==> src/rtl/core/wmv_pkg.sv <==
// Shared types and constants for the window mean and variance core.
// Used by the controller, the datapath and the top level; depends on nothing.
`timescale 1ns / 1ps

package wmv_pkg;

    // Image geometry and sample width.
    localparam int MAX_WIDTH  = 256;
    localparam int MAX_HEIGHT = 256;
    localparam int PIXEL_BITS = 8;
    localparam int COORD_W    = 8;
    localparam int DIM_W      = 9;
    localparam int RADIUS_W   = 7;
    localparam int TABLE_AW   = 2 * COORD_W;

    // Table and arithmetic widths.
    localparam int SUM_W      = 24;
    localparam int SQ_W       = 32;
    localparam int ROW_SUM_W  = 16;
    localparam int ROW_SQ_W   = 24;
    localparam int AREA_W     = 17;
    localparam int AREA_SQ_W  = 33;
    localparam int MEAN_NUM_W = SUM_W + 8;
    localparam int SA_W       = SQ_W + AREA_W;
    localparam int VAR_NUM_W  = SA_W + 8;
    localparam int QUOT_W     = 24;
    localparam int MEAN_W     = 16;
    localparam int VAR_W      = 24;

    // Configuration register indexes.
    localparam logic [1:0] REG_IMAGE_WIDTH   = 2'd0;
    localparam logic [1:0] REG_IMAGE_HEIGHT  = 2'd1;
    localparam logic [1:0] REG_WINDOW_RADIUS = 2'd2;

    // Operation codes.
    localparam logic OP_LOAD  = 1'b0;
    localparam logic OP_QUERY = 1'b1;

    // Result status codes.
    localparam logic [1:0] ST_OK         = 2'd0;
    localparam logic [1:0] ST_INCOMPLETE = 2'd1;
    localparam logic [1:0] ST_RANGE      = 2'd2;

    // Corner codes of the box sum.
    localparam logic [1:0] CORNER_LR = 2'd0;
    localparam logic [1:0] CORNER_UL = 2'd1;
    localparam logic [1:0] CORNER_LL = 2'd2;
    localparam logic [1:0] CORNER_UR = 2'd3;

    typedef enum logic [3:0] {
        S_IDLE,
        S_LOAD_WR,
        S_READ,
        S_ACC,
        S_MUL,
        S_DIFF,
        S_DIV_START,
        S_DIV,
        S_DONE
    } state_t;

    typedef struct packed {
        logic       load_start;
        logic       load_write;
        logic       query_start;
        logic       rd_issue;
        logic [1:0] corner;
        logic       mul;
        logic       diff;
        logic       div_start;
        logic       out_load;
    } cmd_t;

    typedef struct packed {
        logic query_ok;
        logic div_busy;
        logic out_free;
    } stat_t;

endpackage

==> src/rtl/core/wmv_ctrl.sv <==
// Sequencer for loads and queries of the window mean and variance core.
// Depends on wmv_pkg; drives the datapath by command word, reads its status.
`timescale 1ns / 1ps

module wmv_ctrl
    import wmv_pkg::*;
(
    input  logic  clk,
    input  logic  rst_n,
    input  logic  in_valid,
    input  logic  op,
    input  stat_t stat,
    output logic  in_stall,
    output cmd_t  cmd
);

    state_t     state_reg, state_next;
    logic [1:0] cnt_reg, cnt_next;

    // Next state.
    always_comb
    begin
        state_next = state_reg;
        cnt_next   = cnt_reg;
        case (state_reg)
            S_IDLE:
            begin
                cnt_next = 2'd0;
                if (in_valid)
                begin
                    if (op == OP_LOAD)
                        state_next = S_LOAD_WR;
                    else if (stat.query_ok)
                        state_next = S_READ;
                    else
                        state_next = S_DONE;
                end
            end
            S_LOAD_WR:   state_next = S_IDLE;
            S_READ:
            begin
                cnt_next = cnt_reg + 2'd1;
                if (cnt_reg == 2'd3)
                    state_next = S_ACC;
            end
            S_ACC:       state_next = S_MUL;
            S_MUL:       state_next = S_DIFF;
            S_DIFF:      state_next = S_DIV_START;
            S_DIV_START: state_next = S_DIV;
            S_DIV:
            begin
                if (!stat.div_busy)
                    state_next = S_DONE;
            end
            S_DONE:
            begin
                if (stat.out_free)
                    state_next = S_IDLE;
            end
            default:     state_next = S_IDLE;
        endcase
    end

    // Commands.
    always_comb
    begin
        cmd      = '0;
        in_stall = 1'b1;
        case (state_reg)
            S_IDLE:
            begin
                in_stall        = 1'b0;
                cmd.load_start  = in_valid && (op == OP_LOAD);
                cmd.query_start = in_valid && (op == OP_QUERY);
            end
            S_LOAD_WR:   cmd.load_write = 1'b1;
            S_READ:
            begin
                cmd.rd_issue = 1'b1;
                cmd.corner   = cnt_reg;
            end
            S_ACC:       cmd.rd_issue = 1'b0;
            S_MUL:       cmd.mul = 1'b1;
            S_DIFF:      cmd.diff = 1'b1;
            S_DIV_START: cmd.div_start = 1'b1;
            S_DIV:       cmd.mul = 1'b0;
            S_DONE:      cmd.out_load = stat.out_free;
            default:     cmd = '0;
        endcase
    end

    always_ff @(posedge clk or negedge rst_n)
    begin
        if (!rst_n)
        begin
            state_reg <= S_IDLE;
            cnt_reg   <= 2'd0;
        end
        else
        begin
            state_reg <= state_next;
            cnt_reg   <= cnt_next;
        end
    end

endmodule

==> config.mk <==
export PLATFORM = sky130hd
export DESIGN_NAME = wmv_ctrl
export DESIGN_NICKNAME = d
export VERILOG_FILES = /design/src/rtl/core/wmv_pkg.sv /design/src/rtl/core/wmv_ctrl.sv
export SDC_FILE = /design/constraint.sdc
export NUM_CORES = 1
export LEC_CHECK = 0
export ABC_AREA = 1
export BUFFER_PORTS_ARGS = -buffer_cell sky130_fd_sc_hd__buf_4
export CORE_AREA = 8 8 45 47
export DETAILED_ROUTE_END_ITERATION = 8
export DIE_AREA = 0 0 53 55
export PLACE_DENSITY = 0.62
export SYNTH_ARGS = -nofsm -noshare
export SYNTH_HDL_FRONTEND = slang
export SYNTH_SLANG_ARGS = --single-unit
export TNS_END_PERCENT = 1
==> constraint.sdc <==
create_clock -name clk -period 1.85 [get_ports clk]
set_input_delay 0.185 -clock clk [delete_from_list [all_inputs] [get_ports clk]]
set_output_delay 0.185 -clock clk [all_outputs]
set_load 0.02 [all_outputs]
# Word level (Yosys, flattened, before mapping)
# Index checks and enable logic that the tools add are counted.
# W data, S select, Z words.
# classes
bitwise	1
n_lt_le_gt_ge	0
multipliers	0
n_eq_ne	13
shift	0
n_div	0
addsub	1
n_mux	18
n_reduce_logical	5
# ops
operator	n
$pmux W4 S8	1
$mux W4	6
$eq A4 B3 Y1 const B	4
$mux W1	9
$eq A4 B2 Y1 const B	2
$ne A2 B2 Y1 const B	4
$eq A4 B1 Y1 const B	1
$eq A4 B4 Y1 const B	1
$logic_not A4 Y1	1
$pmux W2 S2	1
$reduce_and A4 Y1	1
$add A2 B1 Y2 const B	1
$eq A2 B2 Y1 const B	1
$logic_and A1 B1 Y1	2
$mux W2	1
$reduce_bool A2 Y1	1
$not A1 Y1	1
# totals
rom_bits	0
ff_bits	6
mem_bits_rw	0
n_memories	0
in_bits	7
latchBits	0

# Longest topological paths before layout
# logic_depth
word_depth	4
mapped_depth	8
mapped_depth_nobuf	7

# Worst setup path before layout
# Ideal clock, no wire load.
# synth_timing
kind	register -> output
from	register state_reg[0]
to	output port cmd[7] (netlist bit)
path_stages_with_launch	5
required_time_ns	1.665
slack_ns	0.389
t_arrival_ns	1.276
path_cell_list	dfrtp_1 > buf_6 > nor2_4 > nand2_1 > nor3_1
# synth_rtl
element	line_no	rtl
start, declared	wmv_ctrl.sv:17	state_t state_reg, state_next;
start signal, assigned	wmv_ctrl.sv:101	state_reg <= state_next;
end, declared	wmv_ctrl.sv:14	output cmd_t cmd

==> results.md <==
- Status: finished, final reports clean
- H-tree levels: 1
- DR iter-0 viols: 11
- Placed Area: 616.8 sq um
- # diodes: 0
- # fillers: 141
- Crit Path Max Fanout: 8
- Final Core Density: 46.93%
- Lkg Pwr: 0.0003598 uW
- PD cells: 1700 nW/um^2
- Clock share of power: 11.5%
- Worst Clk Skew: 0.002913 ns
- GR met3 Demand/Resource: 3.476%
- Syn Nets: 79
- GPL Wtd Cong: 0.8599
- Num rows: 14
- Synth top area cells: dfrtp_1 (31%), nand2_1 (12%), inv_1 (7.8%), nand3_1 (7.3%), nor2_1 (7.0%)
- Multi-input gate area: 266.5 sq um
- Period Utilization, post-route: 81.57%
- Final setup fails: 0
- Longest Clk Path Bufs: 2
- Final ANT Viol Nets: 0
- Startpoint Class: flip-flop
- HP Class: input pin to flip-flop
- Register area: 150.1 sq um
- RSZ-0062 raised after global routing: no
- Total iterations of the first detailed-routing run: 4
- Worst path buffer plus inverter count: 1
- Largest net degree at the start of global routing: 9
- CTS buffer count: 3
- Cell variety after synth: 18
- Post-route minimum period: 1.509 ns
- Max reg flops: 4
- Skew-Pair Late Insertion Delay: 0.25 ns
- CTS tree: yes
- MaxCap Viol Count: 0
- Int Pwr: 527.3 uW
- Most frequent cells in the layout: buf_4 (17), nand2_1 (15), inv_1 (10)
- GRT Util Overall: 10.03%
- Arrival @ worst endpoint: 1.32 ns
- Worst EP required: 1.66 ns
- Design Area, Final: 649.4 sq um
- Worst flop-to-flop path startpoint: state_reg[0]
- Die area: 2915 sq um
- Clock root buffer: clkbuf_4
- HP Start: stat[1]
- Critical-path cell list: nor2_4 > nand3_1 > nor2_1 > buf_4
- Total power: 1104 uW
- First-pass GRT wire length: 2.132 mm
- Seq cells post-synth: 6
- Maximum vdd drop: 0.0007305 V
- P&R area growth vs syn: 35.16%
- I/O Pins: 18
- Hold Violations, Final: 0
- Setup TNS: 0 ns
- GR peak layer: met2
- Max stage delay on crit path: 0.48 ns
- CTS sink cnt: 6
- Post-cts sizing count: 0
- M1 GR Usage: 11.35%
- Fin nets: 101
- NetSw: 576.8 uW
- Initial antenna violation count: 0
- Slew @ Worst Pin: 0.3196 ns
- Initial Util: 34.72%
- Slew headroom: 78.69%
- Largest area contributor in the netlist: dfrtp_1
- Vias in the first global route: 500
- Syn avg cell area: 6.767 sq um
- Kind of cell adding the most delay to the critical path: flip-flops
- FMAX: 0.6627 GHz
- Critical path origin: state_reg[0]
- Die Span X: 53 microns
- Switching fraction of total power: 52.24%
- WL/cell: 10.98 microns
- Clock Pin Slew Worst Setup and Hold Paths: 0.05 ns
- DRC: 0
- Hold slack: 0.2369 ns
- Post-DP HPWL: 981.7 microns
- Commonest non-fill, non-tap cell in the layout: buf_4
- Met2 Use GR: 15.23%
- Total congestion overflow: 0
- Slew Viols, Final: 0
- Core Region: 1384 sq um
- Share of layout cells above drive strength 1: 37.36%
- Reg power frac: 24.8%
- CP endpoint kind: output port
- Post-synth design cell area: 480.5 sq um
- Slowest cell on crit path: dfrtp_1
- Cells after synthesis: 71
- Yosys top cell area share: 31.25%
- Sequential share of the synthesized area: 31.25%
- Yosys warnings: 0
- Final wirelength: 1.175 mm
- Critical path class: flip-flop to output port
- Via density: 4.720
- Routed vias: 505
- Port Buffers: 17
- DIE HEIGHT: 55 microns
- Share of total power in combinational logic: 63.7%
[cell usage after synthesis]
library cell and n:
nor2_2 3, nand3_1 7, nand2_2 3, dfrtp_1 6
inv_2 4, inv_1 10, nor4_1 1, o211ai_2 1
o211ai_1 1, nand3_2 1, nand3b_1 1, nor2_1 9
o21ai_0 3, nand2_1 15, buf_6 1, nor3_1 2
nor2_4 2, ha_1 1
[worst register-to-register path: stages, from the launching register on]
cell and delay [ns]:
dfrtp_1 0.52, nand2_2 0.14, inv_2 0.07, nand3_2 0.10, nand2_2 0.09, nor2_2 0.05
nand2_1 0.06, nand2_1 0.05
[through the flow]
stage / setup WS, ns / instances
5_1_grt: 0.2111 / 107
6_report: 0.3410 / 107
4_1_cts: 0.3375 / 107
2_1_floorplan: 0.3890 / 71
3_3_place_gp: 0.6258 / 103
3_5_place_dp: 0.6162 / 103
[area by class of cell]
type	count	share of cell area, %
multi-input cells	50	41.04
flip-flops and latches	6	23.12
repair buffers	18	21.19
inverters	14	8.092
clock buffers	3	3.468
well taps	16	3.083
[what timing repair did]
action,in CTS,in global routing
endpoints found under the hold margin,6,0
hold buffers,1,0
buffers inserted,0,0
[path summary, 6_finish.rpt]
kind,endpoint,slack (ns),cells after the start
worst max-delay path,cmd[9],0.34,4
worst min-delay path,state_reg[0],0.24,3
worst max register to register,state_reg[0],0.66,7
worst min register to register,cnt_reg[0],0.57,3
max in group asynchronous,state_reg[0],1.45,2
min in group asynchronous,state_reg[2],0.28,2
[power by group through the flow]
stage / combinational, uW / sequential [uW] / clock [uW]
after floorplan: 546 / 245 / 0
after global placement: 701 / 274 / 0
after detailed placement: 702 / 277 / 0
after CTS: 708 / 275 / 132
after global routing: 789 / 286 / 141
final: 703 / 274 / 126
[logic make-up (layout without fill, tap and decap cells)]
family	Yosys count	in the layout	synth area share, %
buffers and inverters	15	35	13.28
AND/OR/NAND/NOR	44	44	45.57
AO/OA/AOI/OAI	5	5	7.291
flip-flops	6	6	31.25
adder cells (fa/ha/maj)	1	1	2.604
[metal layers]
layer / vias to the layer above / wire length, microns
li1: 264 / -
met1: 223 / 538
met2: 15 / 524
met3: 3 / 85
met4: 0 / 27
met5: - / 0
Note: power is estimated with default switching activity, not from simulation.
